==> config.mk <==
export PLATFORM = sky130hd
export DESIGN_NAME = tzif_current_offset_finder_top
export DESIGN_NICKNAME = d
export VERILOG_FILES = /design/src/design/tzcof_pkg.sv /design/src/design/tzcof_parser.sv /design/src/design/tzif_current_offset_finder_top.sv
export SDC_FILE = /design/constraint.sdc
export NUM_CORES = 1
export LEC_CHECK = 0
export BUFFER_PORTS_ARGS = -buffer_cell sky130_fd_sc_hd__buf_2
export CAP_MARGIN = 20
export CORE_ASPECT_RATIO = 0.7
export CORE_UTILIZATION = 41
export CTS_CLUSTER_DIAMETER = 40
export DETAILED_ROUTE_END_ITERATION = 12
export MAX_ROUTING_LAYER = met4
export PLACE_DENSITY = 0.68
export SLEW_MARGIN = 0
export SYNTH_ARGS = -nofsm -noshare
export SYNTH_HDL_FRONTEND = slang
export SYNTH_SLANG_ARGS = --single-unit
==> constraint.sdc <==
create_clock -name clk -period 10.2 [get_ports clk]
set_clock_uncertainty 0.05 [all_clocks]
set_input_delay 2.04 -clock clk [delete_from_list [all_inputs] [get_ports clk]]
set_output_delay 2.04 -clock clk [all_outputs]
set_load 0.005 [all_outputs]
==> src/design/tzcof_pkg.sv <==
// shared types and constants of the tzif current offset finder
package tzcof_pkg;

  localparam int MAGIC_LEN  = 4;
  localparam int SKIP_LEN   = 16;
  localparam int COUNTS_LEN = 24;
  localparam int HEADER_LEN = MAGIC_LEN + SKIP_LEN + COUNTS_LEN;
  localparam int TTINFO_LEN = 6;

  localparam logic [7:0] MAGIC [MAGIC_LEN] = '{8'h54, 8'h5a, 8'h69, 8'h66};

  // result status codes
  localparam logic [2:0] ST_OK        = 3'd0;
  localparam logic [2:0] ST_BAD_MAGIC = 3'd1;
  localparam logic [2:0] ST_TRUNC     = 3'd2;
  localparam logic [2:0] ST_UTC       = 3'd3;
  localparam logic [2:0] ST_RANGE     = 3'd4;

  localparam int TDATA_W = 96;
  localparam int TUSER_W = 3;

  typedef struct packed {
    logic [2:0]         status;
    logic signed [31:0] zone_offset;
    logic [7:0]         dst_flag;
    logic [7:0]         abbr_offset;
    logic [7:0]         chosen_type;
    logic               has_next;
    logic signed [31:0] next_change;
  } tzcof_result_t;

endpackage

==> src/design/tzcof_parser.sv <==
// byte-level tzif parser: header check, transition search, type capture
module tzcof_parser
  import tzcof_pkg::*;
(
  input  logic                clk,
  input  logic                rst,
  input  logic                take,
  input  logic [7:0]          file_byte,
  input  logic                last_byte,
  input  logic signed [63:0]  current_time,
  output tzcof_result_t       result
);

  typedef enum logic [2:0] {
    PH_HEADER,
    PH_TIMES,
    PH_INDEX,
    PH_TYPES,
    PH_TAIL,
    PH_BAD
  } phase_t;

  localparam logic [31:0] POS_SKIP_END   = 32'(MAGIC_LEN + SKIP_LEN);
  localparam logic [31:0] POS_TCOUNT_END = 32'(MAGIC_LEN + SKIP_LEN + 15);
  localparam logic [31:0] POS_YCOUNT_END = 32'(MAGIC_LEN + SKIP_LEN + 19);
  localparam logic [31:0] POS_HDR_END    = 32'(HEADER_LEN);
  localparam logic [2:0]  ITEM_LAST      = 3'(TTINFO_LEN - 1);

  phase_t      phase, phase_next;
  logic [31:0] section_position, section_position_next;
  logic [2:0]  item_byte, item_byte_next;
  logic [31:0] word_gather, word_gather_next;
  logic [31:0] transition_total, transition_total_next;
  logic [31:0] type_total, type_total_next;
  logic [31:0] passed_total, passed_total_next;
  logic        search_stopped, search_stopped_next;
  logic [31:0] next_time, next_time_next;
  logic        next_seen, next_seen_next;
  logic [7:0]  type_choice, type_choice_next;
  logic [31:0] offset_hold, offset_hold_next;
  logic [7:0]  dst_hold, dst_hold_next;
  logic [7:0]  abbr_hold, abbr_hold_next;

  logic [31:0]        word_shift;
  logic [31:0]        pos_inc;
  logic signed [63:0] time_ext;

  assign word_shift = {word_gather[23:0], file_byte};
  assign pos_inc    = section_position + 32'd1;
  assign time_ext   = {{32{word_shift[31]}}, word_shift};

  always_comb begin
    phase_next            = phase;
    section_position_next = section_position;
    item_byte_next        = item_byte;
    word_gather_next      = word_gather;
    transition_total_next = transition_total;
    type_total_next       = type_total;
    passed_total_next     = passed_total;
    search_stopped_next   = search_stopped;
    next_time_next        = next_time;
    next_seen_next        = next_seen;
    type_choice_next      = type_choice;
    offset_hold_next      = offset_hold;
    dst_hold_next         = dst_hold;
    abbr_hold_next        = abbr_hold;

    case (phase)
      PH_HEADER: begin
        if (section_position < 32'(MAGIC_LEN) &&
            file_byte != MAGIC[section_position[1:0]]) begin
          phase_next = PH_BAD;
        end else begin
          if (section_position >= POS_SKIP_END) begin
            word_gather_next = word_shift;
            if (section_position == POS_TCOUNT_END) transition_total_next = word_shift;
            if (section_position == POS_YCOUNT_END) type_total_next = word_shift;
          end
          section_position_next = pos_inc;
          if (pos_inc == POS_HDR_END) begin
            section_position_next = '0;
            item_byte_next        = '0;
            if (transition_total_next != '0) phase_next = PH_TIMES;
            else if (type_total_next != '0) phase_next = PH_TYPES;
            else phase_next = PH_TAIL;
          end
        end
      end
      PH_TIMES: begin
        word_gather_next = word_shift;
        item_byte_next   = item_byte + 3'd1;
        if (item_byte == 3'd3) begin
          item_byte_next = '0;
          if (!search_stopped) begin
            if (time_ext <= current_time) begin
              passed_total_next = passed_total + 32'd1;
            end else begin
              search_stopped_next = 1'b1;
              next_seen_next      = 1'b1;
              next_time_next      = word_shift;
            end
          end
          section_position_next = pos_inc;
          if (pos_inc == transition_total) begin
            section_position_next = '0;
            phase_next            = PH_INDEX;
          end
        end
      end
      PH_INDEX: begin
        if (passed_total != '0 && section_position == passed_total - 32'd1)
          type_choice_next = file_byte;
        section_position_next = pos_inc;
        if (pos_inc == transition_total) begin
          section_position_next = '0;
          item_byte_next        = '0;
          phase_next            = (type_total != '0) ? PH_TYPES : PH_TAIL;
        end
      end
      PH_TYPES: begin
        if (section_position == {24'd0, type_choice}) begin
          if (item_byte < 3'd4) offset_hold_next = {offset_hold[23:0], file_byte};
          else if (item_byte == 3'd4) dst_hold_next = file_byte;
          else abbr_hold_next = file_byte;
        end
        item_byte_next = item_byte + 3'd1;
        if (item_byte == ITEM_LAST) begin
          item_byte_next        = '0;
          section_position_next = pos_inc;
          if (pos_inc == type_total) begin
            section_position_next = '0;
            phase_next            = PH_TAIL;
          end
        end
      end
      default: begin
      end
    endcase
  end

  // result as seen after the current byte
  always_comb begin
    result = '0;
    if (phase_next == PH_BAD) begin
      result.status = ST_BAD_MAGIC;
    end else if (phase_next != PH_TAIL) begin
      result.status = ST_TRUNC;
    end else if (transition_total_next == '0 && type_total_next == '0) begin
      result.status = ST_UTC;
    end else begin
      if ({24'd0, type_choice_next} < type_total_next) begin
        result.status      = ST_OK;
        result.zone_offset = offset_hold_next;
        result.dst_flag    = dst_hold_next;
        result.abbr_offset = abbr_hold_next;
      end else begin
        result.status = ST_RANGE;
      end
      result.chosen_type = type_choice_next;
      result.has_next    = next_seen_next;
      result.next_change = next_seen_next ? next_time_next : 32'd0;
    end
  end

  always_ff @(posedge clk) begin
    if (rst || (take && last_byte)) begin
      phase            <= PH_HEADER;
      section_position <= '0;
      item_byte        <= '0;
      word_gather      <= '0;
      transition_total <= '0;
      type_total       <= '0;
      passed_total     <= '0;
      search_stopped   <= 1'b0;
      next_time        <= '0;
      next_seen        <= 1'b0;
      type_choice      <= '0;
      offset_hold      <= '0;
      dst_hold         <= '0;
      abbr_hold        <= '0;
    end else if (take) begin
      phase            <= phase_next;
      section_position <= section_position_next;
      item_byte        <= item_byte_next;
      word_gather      <= word_gather_next;
      transition_total <= transition_total_next;
      type_total       <= type_total_next;
      passed_total     <= passed_total_next;
      search_stopped   <= search_stopped_next;
      next_time        <= next_time_next;
      next_seen        <= next_seen_next;
      type_choice      <= type_choice_next;
      offset_hold      <= offset_hold_next;
      dst_hold         <= dst_hold_next;
      abbr_hold        <= abbr_hold_next;
    end
  end

endmodule

==> src/design/tzif_current_offset_finder_top.sv <==
// top level of the tzif current offset finder
//
// usage:
// - the s_ channel takes the bytes of a tzif (v1) file, one per request,
//   with s_tlast high on the final byte of the file
// - the m_ channel gives one result request per file, status in m_tuser
// - cfg_ writes current_time (64-bit signed); cfg_ready is always high,
//   write only while no file is in flight
// throughput: one byte per cycle while s_tready is high, set by the single
//   parser pass from the parse state registers to the result register
// output: the result is registered in the output buffer before m_ shows it
// stall: results go to a two-entry output buffer (result register plus
//   skid); s_tready drops only while both entries are full
// reset: rst (synchronous) clears the parse state, empties the output
//   buffer and sets current_time to zero
// after each result the parser is back in its header state for a new file
module tzif_current_offset_finder_top
  import tzcof_pkg::*;
(
  input  logic               clk,
  input  logic               rst,
  // input bytes
  input  logic               s_tvalid,
  output logic               s_tready,
  input  logic [7:0]         s_tdata,    // [7:0] file_byte
  input  logic               s_tlast,    // last_byte
  // results
  output logic               m_tvalid,
  input  logic               m_tready,
  // [31:0] zone_offset, [39:32] dst_flag, [47:40] abbr_offset,
  // [55:48] chosen_type, [56] has_next, [88:57] next_change, [95:89] zero
  output logic [TDATA_W-1:0] m_tdata,
  output logic [TUSER_W-1:0] m_tuser,    // [2:0] status
  // current time register
  input  logic               cfg_valid,
  output logic               cfg_ready,
  input  logic [63:0]        cfg_data
);

  logic signed [63:0] current_time;
  logic               take;
  logic               push;
  logic               pop;
  tzcof_result_t      new_result;

  // output buffer: head drives m_, skid catches a result while head stalls
  tzcof_result_t      head;
  tzcof_result_t      skid;
  logic               head_valid;
  logic               skid_valid;

  assign cfg_ready = 1'b1;
  assign s_tready  = !skid_valid;
  assign take      = s_tvalid && s_tready;
  assign push      = take && s_tlast;
  assign pop       = head_valid && m_tready;

  always_ff @(posedge clk) begin
    if (rst) begin
      current_time <= '0;
    end else if (cfg_valid && cfg_ready) begin
      current_time <= cfg_data;
    end
  end

  tzcof_parser u_parser (
    .clk          (clk),
    .rst          (rst),
    .take         (take),
    .file_byte    (s_tdata),
    .last_byte    (s_tlast),
    .current_time (current_time),
    .result       (new_result)
  );

  always_ff @(posedge clk) begin
    if (rst) begin
      head_valid <= 1'b0;
      skid_valid <= 1'b0;
    end else if (pop) begin
      if (skid_valid) begin
        // skid moves up, a new result, if any, takes its place
        head       <= skid;
        skid       <= new_result;
        skid_valid <= push;
      end else begin
        head       <= new_result;
        head_valid <= push;
      end
    end else if (push) begin
      if (!head_valid) begin
        head       <= new_result;
        head_valid <= 1'b1;
      end else begin
        skid       <= new_result;
        skid_valid <= 1'b1;
      end
    end
  end

  assign m_tvalid = head_valid;
  assign m_tuser  = head.status;
  assign m_tdata  = {7'd0, head.next_change, head.has_next, head.chosen_type,
                     head.abbr_offset, head.dst_flag, head.zone_offset};

`ifndef SYNTHESIS
  // skid is only ever filled behind a waiting head
  a_skid_behind_head: assert property (@(posedge clk) disable iff (rst)
    skid_valid |-> head_valid)
    else $error("skid entry held without a head entry");

  // a finished file always leaves a result on the output
  a_last_gives_result: assert property (@(posedge clk) disable iff (rst)
    (s_tvalid && s_tready && s_tlast) |=> m_tvalid)
    else $error("last byte taken but no result shown");

  // status code stays in its defined range
  a_status_range: assert property (@(posedge clk) disable iff (rst)
    m_tvalid |-> (m_tuser <= ST_RANGE))
    else $error("undefined status code");

  // bad magic, truncated and default utc carry an all-zero payload
  a_error_zero: assert property (@(posedge clk) disable iff (rst)
    (m_tvalid && m_tuser != ST_OK && m_tuser != ST_RANGE) |-> (m_tdata == '0))
    else $error("nonzero payload on an error result");
`endif

endmodule
==> results.sh, run 1 <==
export IMPL_fin_total_pwr_mw=4.517
export IMPL_cts_tree="built"
export IMPL_vias=23230
export IMPL_seqPwrFrac_pct=46.8
export IMPL_rows=78
export IMPL_worstHoldPathType="reg -> reg"
export IMPL_final_antenna_net_count=0
export IMPL_power_density_nw_per_um2=147.4
export IMPL_slew_headroom_pct=24.15
export IMPL_utilization_pct=46.92
export IMPL_maxSlewViolCount=0
export IMPL_cp_required_ps=10510
export IMPL_hold_viol_final=0
export IMPL_p_leak_nw=11.35
export IMPL_synthToLayoutAreaGrowth_pct=12.34
export IMPL_cp_depth=11
export IMPL_clock_latency_ps=640
export IMPL_fmax_mhz=146.0
export IMPL_drt_iter0_markers=2591
export IMPL_numPortBuffers=171
export IMPL_setup_viol=0
export IMPL_path_buf_inv=1
export IMPL_wl_um=89210
export IMPL_final_cell_mix="398 x nand2_1, 314 x dfxtp_1, 306 x nor2_1"
export IMPL_ctsHoldBuffers=0
export IMPL_remaining_drc_errors=0
export IMPL_gp_congestion=1.031
export IMPL_status="completed"
export IMPL_irDropWorstVdd_v=0.0001449
export IMPL_synth_flop_cell="dfxtp_1"
export IMPL_dp_hpwl_um=61380
export IMPL_cp_cell_sequence="nand3_1, nor4_4, a211oi_1, nor4_1, nand4_1, nor4_2, a31oi_1, o31ai_1, nand2b_4, buf_12, o31ai_1"
export IMPL_final_nets=3233
export IMPL_min_path_cells=2
export IMPL_finalCritPeriodShare_pct=67.16
export IMPL_cts_buffers=57
export IMPL_largest_register_ffs=92
export IMPL_antenna_found_initial=2
export IMPL_initial_core_util_pct=41.77
export IMPL_fill_cells=6211
export IMPL_diodes=0
export IMPL_drive_gt1_share_pct=12.46
export IMPL_async_reset_ff_share_pct=0
export IMPL_synth_seq_cells=498
export IMPL_p_switching_mw=1.154
export IMPL_grt_remaining_overflow=0
export IMPL_crit_top_cell="o31ai_1"
export IMPL_switching_share_pct=25.54
export IMPL_cp_max_fo=119
export IMPL_max_stage_delay_ps=1050
export IMPL_start_kind="flop"
export IMPL_pwr_share_comb_pct=7.0
export IMPL_fin_crit_ps=6850
export IMPL_firstDrtPassIters=6
export IMPL_cts_root_buf="clkbuf_16"
export IMPL_cts_resized=0
export IMPL_rsz0062_at_grt="false"
export IMPL_path_clk_slew_ps=60
export IMPL_die_w_um=310.3
export IMPL_grt_max_degree=210
export IMPL_wire_per_inst_um=22.29
export IMPL_grt_usage_pct=26.82
export IMPL_crit_path_top_delay_cell="nor4_4"
export IMPL_grt_pass1_wl_um=133900
export IMPL_htreeDepth=2
export IMPL_post_cts_buffers=0
export IMPL_cts_buffer_depth=3
export IMPL_cap_violations=0
export IMPL_netlist_instances=3038
export IMPL_final_common_cell="nand2_1"
export IMPL_crit_path_end_kind="flop"
export IMPL_core_sq_um=65290
export IMPL_reg2reg_depth=11
export IMPL_die_area_sq_um=67570
export IMPL_yosys_warnings=0
export IMPL_viasPerCell=5.805
export IMPL_clkSinkCount=498
export IMPL_synth_edf_count=184
export IMPL_tightest_slew_ps=1138
export IMPL_crit_type="reg -> reg"
export IMPL_critPathTopFamily="simple AND/OR/NAND/NOR gates"
export IMPL_die_h_um=217.8
export IMPL_io_pins=180
export IMPL_top_register="skid"
export IMPL_power_frac_clock_pct=46.2
export IMPL_grt_pass1_vias=21270
export IMPL_power_internal_mw=3.363
export IMPL_avgSynthCellArea_sq_um=8.977
export IMPL_cp_arrival_ps=7160
export IMPL_synth_distinct_cells=85
export IMPL_yosysSeqAreaShare_pct=43.31
export IMPL_mappedNetlistArea_sq_um=27270
export IMPL_tns_ps=0
==> cell type report <==
class | count | area [sq um] | area share (%)
flip-flops and latches | 498 | 11810 | 38.55
inverters | 105 | 394.1 | 1.287
well taps | 880 | 1101 | 3.594
clock buffers | 74 | 1635 | 5.338
clock inverters | 33 | 296.5 | 0.9679
multi-input cells | 2199 | 14170 | 46.25
repair buffers | 213 | 1229 | 4.011
==> Yosys cell counts (all sizes together) (67+ instances only) <==
cell | count | area (sq um)
a21oi | 179 | 895.9
buf | 67 | 359.1
clkbuf | 175 | 658.1
dfxtp | 314 | 6286
edfxtp | 184 | 5525
ha | 81 | 1013
inv | 105 | 394.1
mux2i | 190 | 1914
nand2 | 399 | 1498
nand2b | 68 | 425.4
nand4 | 68 | 440.4
nor2 | 310 | 1164
nor3 | 98 | 590.6
o31ai | 97 | 728.2
xnor2 | 79 | 691.9
==> routing by layer <==
metal,GRT usage (%),up-vias,wire [um]
li1,-,10940,-
met1,39.08,11140,42030
met2,36.32,1007,35890
met3,6.812,140,9272
met4,6.929,0,2018
met5,-,-,0
==> kinds of logic (layout without fill, tap and decap cells) <==
| family | count (synthesis) | count (layout) | share of synthesized area (%) |
|---|---|---|---|
| AND/OR/NAND/NOR | 1233 | 1233 | 22.31 |
| AO/OA/AOI/OAI | 535 | 535 | 13.04 |
| flip-flops | 498 | 498 | 43.31 |
| buffers and inverters | 347 | 425 | 5.175 |
| multiplexers | 196 | 196 | 7.267 |
| XOR/XNOR | 146 | 146 | 5.152 |
| adder cells (fa/ha/maj) | 81 | 81 | 3.716 |
| other | 2 | 8 | 0.02754 |
==> power by group through the flow <==
stage                     logic (mW)  clock network (mW)  registers, mW
after floorplan                0.219                   0           2.15
after global placement         0.312                   0           2.16
after detailed placement       0.311                   0           2.16
after CTS                      0.313                2.12           2.12
after global routing           0.345                2.20           2.12
final                          0.315                2.09           2.12
==> worst min-delay path, delay by kind of cell, from the launching register on <==
family	cells	cell delay [ps]
AO/OA/AOI/OAI	1	50
flip-flops	1	310
AND/OR/NAND/NOR	1	50
==> metrics by stage <==
| stage | instances | cell area [sq um] | hold slack, ps | setup slack, ps |
|---|---|---|---|---|
| 5_1_grt | 4002 | 30640 | 415.4 | 3019 |
| 2_1_floorplan | 3044 | 27290 | 381.2 | 345.1 |
| 3_5_place_dp | 3891 | 28640 | 394.6 | 3520 |
| 4_1_cts | 3998 | 30580 | 402.8 | 3504 |
| 6_report | 4002 | 30640 | 400.5 | 3350 |
| 3_3_place_gp | 3891 | 28640 | 387.4 | 3594 |
==> path summary, 6_finish.rpt <==
kind | from | slack (ps) | endpoint
min reg2reg | u_parser.abbr_hold[5] | 400 | u_parser.abbr_hold[5]
max reg2reg | u_parser.section_position[2] | 3350 | m_tdata[82]
max | u_parser.section_position[2] | 3350 | m_tdata[82]
min | u_parser.abbr_hold[5] | 400 | u_parser.abbr_hold[5]
Power figures use the tool's default switching activity.
==> run 2: changes to the inputs <==
Settings changed: ABC_AREA set to 1, PLACE_DENSITY 0.68 to 0.66.
Clock period 10.2 ns to 6.9 ns, I/O delays scaled along.
==> results.sh, run 2 <==
export IMPL_netlist_instances=4187
export IMPL_finalWorstSetupSlack_ps=1330
export IMPL_yosys_area_top_type="dfxtp_1"
export IMPL_grt_usage_pct=25.96
export IMPL_place_ws_ps=1572
export IMPL_synth_top_area_share_pct=21.55
export IMPL_cp_cell_sequence="inv_1, nand2_1, nor2_1, nand2_1, nor2_2, nand2_4, nand2_1, o21ai_0, nor2_1, nand2_1, nor2_1, nand2_1, nor2_1, nand2_1, nand2_1, nand2_1, nand2_1, nand2_1, nand2_2, nand2_4, nor2_4, buf_4, nand3_1, a21oi_1"
export IMPL_final_common_cell="nand2_1"
export IMPL_cts_buffers=72
export IMPL_cts_tree="built"
export IMPL_cts_root_buf="clkbuf_16"
export IMPL_io_pins=180
export IMPL_power_density_nw_per_um2=242.2
export IMPL_crit_type="reg -> reg"
export IMPL_synth_edf_count=184
export IMPL_fill_cells=7224
export IMPL_setup_viol=0
export IMPL_gp_congestion=1.053
export IMPL_start_kind="flop"
export IMPL_dpl_cell_area_sq_um=30570
export IMPL_drt_iter0_markers=3293
export IMPL_crit_top_cell="nand2_1"
export IMPL_grt_pass1_wl_um=143600
export IMPL_top_register="skid"
export IMPL_numPortBuffers=171
export IMPL_max_stage_delay_ps=680
export IMPL_worstHoldPathType="reg -> reg"
export IMPL_cts_resized=0
export IMPL_utilization_pct=47.22
export IMPL_die_area_sq_um=72240
export IMPL_vias=27760
export IMPL_hold_viol_final=0
export IMPL_wl_um=92210
export IMPL_initial_core_util_pct=41.60
export IMPL_yosys_warnings=0
export IMPL_remaining_drc_errors=0
export IMPL_die_w_um=320.8
export IMPL_viasPerCell=5.276
export IMPL_synth_seq_cells=498
export IMPL_multiInputGateArea_sq_um=14100
export IMPL_dp_hpwl_um=67070
export IMPL_htreeDepth=3
export IMPL_cp_arrival_ps=5980
export IMPL_yosys_cell_count_top_type="nand2_1"
export IMPL_grt_pass1_vias=24890
export IMPL_synth_distinct_cells=49
export IMPL_final_nets=4406
export IMPL_p_leak_nw=15.21
export IMPL_final_cell_mix="893 x nand2_1, 583 x inv_1, 506 x nor2_1"
export IMPL_maxSlewViolCount=0
export IMPL_ctsHoldBuffers=0
export IMPL_core_sq_um=70130
export IMPL_crit_path_end_kind="flop"
export IMPL_dp_cells=5126
export IMPL_seq_area_sq_um=11810
export IMPL_fmax_mhz=179.5
export IMPL_async_reset_ff_share_pct=0
export IMPL_ys_top_cells_by_count="895 x nand2_1, 585 x inv_1, 508 x nor2_1"
export IMPL_grt_remaining_overflow=0
export IMPL_wire_per_inst_um=17.52
export IMPL_clock_latency_ps=630
export IMPL_post_cts_buffers=0
export IMPL_slew_headroom_pct=36.37
export IMPL_drive_gt1_share_pct=9.382
export IMPL_synth_flop_cell="dfxtp_1"
export IMPL_grt_max_degree=183
export IMPL_rsz0062_at_grt="false"
export IMPL_firstDrtPassIters=6
export IMPL_postLayoutCellArea_sq_um=33110
export IMPL_cts_buffer_depth=3
export IMPL_largest_register_ffs=92
export IMPL_synth_area_top_cells="dfxtp_1 22%, edfxtp_1 19%, nand2_1 12%"
export IMPL_synthToLayoutAreaGrowth_pct=13.50
export IMPL_clkSinkCount=498
export IMPL_antenna_found_initial=2
export IMPL_fin_crit_ps=5570
export IMPL_crit_path_top_delay_cell="nor2_2"
export IMPL_tightest_slew_ps=947.2
export IMPL_finalCritPeriodShare_pct=80.72
export IMPL_cp_required_ps=7310
export IMPL_yosysSeqAreaShare_pct=40.49
export IMPL_status="completed"
export IMPL_rows=81
export IMPL_path_clk_slew_ps=60
export IMPL_tns_ps=0
export IMPL_final_antenna_net_count=0
export IMPL_cp_max_fo=61
export IMPL_instances_no_fill=5262
export IMPL_die_h_um=225.2
export IMPL_avgSynthCellArea_sq_um=6.968
export IMPL_irDropWorstVdd_v=0.0002073
export IMPL_mappedNetlistArea_sq_um=29170
export IMPL_cap_violations=0
run 2: cells by family (layout without fill, tap and decap cells):
family	Yosys count	count (layout)	synth area share, %
xor+xnor	63	63	1.891
simple gates	1841	1841	26.72
fa+ha+maj	81	81	3.474
compound gates	849	849	15.34
other cells	2	10	0.02574
buf+inv	834	947	11.41
mux	19	19	0.6519
flops	498	498	40.49
run 2: through the flow:
step / hold WS, ps / power, mW
global placement: 403.2 / 4.187
global route: 426.3 / 8.335
CTS: 416.2 / 8.062
detailed placement: 405.5 / 4.198
floorplan: 385.5 / 3.896
finish: 411.6 / 8.021
run 2: worst max-delay path: cells and delay by family (launching register included):
| kind | cells | cell delay [ps] |
|---|---|---|
| compound gates | 2 | 310 |
| buf+inv | 2 | 570 |
| flops | 1 | 390 |
| simple gates | 20 | 4010 |
run 2: final timing paths:
check	cells after the start	end	start	slack, ps
hold / removal	2	current_time[34]	current_time[34]	410
setup reg to reg	24	m_tdata[68]	u_parser.section_position[25]	1330
setup / recovery	24	m_tdata[68]	u_parser.section_position[25]	1330
hold reg to reg	2	current_time[34]	current_time[34]	410
run 2: power by group:
group | internal (mW) | switching, mW
clock | 2.37 | 1.48
sequential | 3.16 | 0.0802
combinational | 0.278 | 0.647
total | 5.81 | 2.21
run 2: per-layer routing:
metal	vias to the layer above	global-route usage [%]	share of wire, %
met3	120	4.475	8.5
met5	-	-	0
met2	1101	36.62	41
met1	12800	38.27	48
li1	13740	-	-
met4	0	5.868	1.9
run 2: final cells by class:
cell class	count	area share, %
Inverter	618	7.036
Sequential cell	498	35.67
Multi-Input combinational cell	2861	42.59
Clock buffer	86	5.815
Clock inverter	47	1.795
Tap cell	954	3.605
Antenna cell	2	0.01511
Timing Repair Buffer	196	3.476
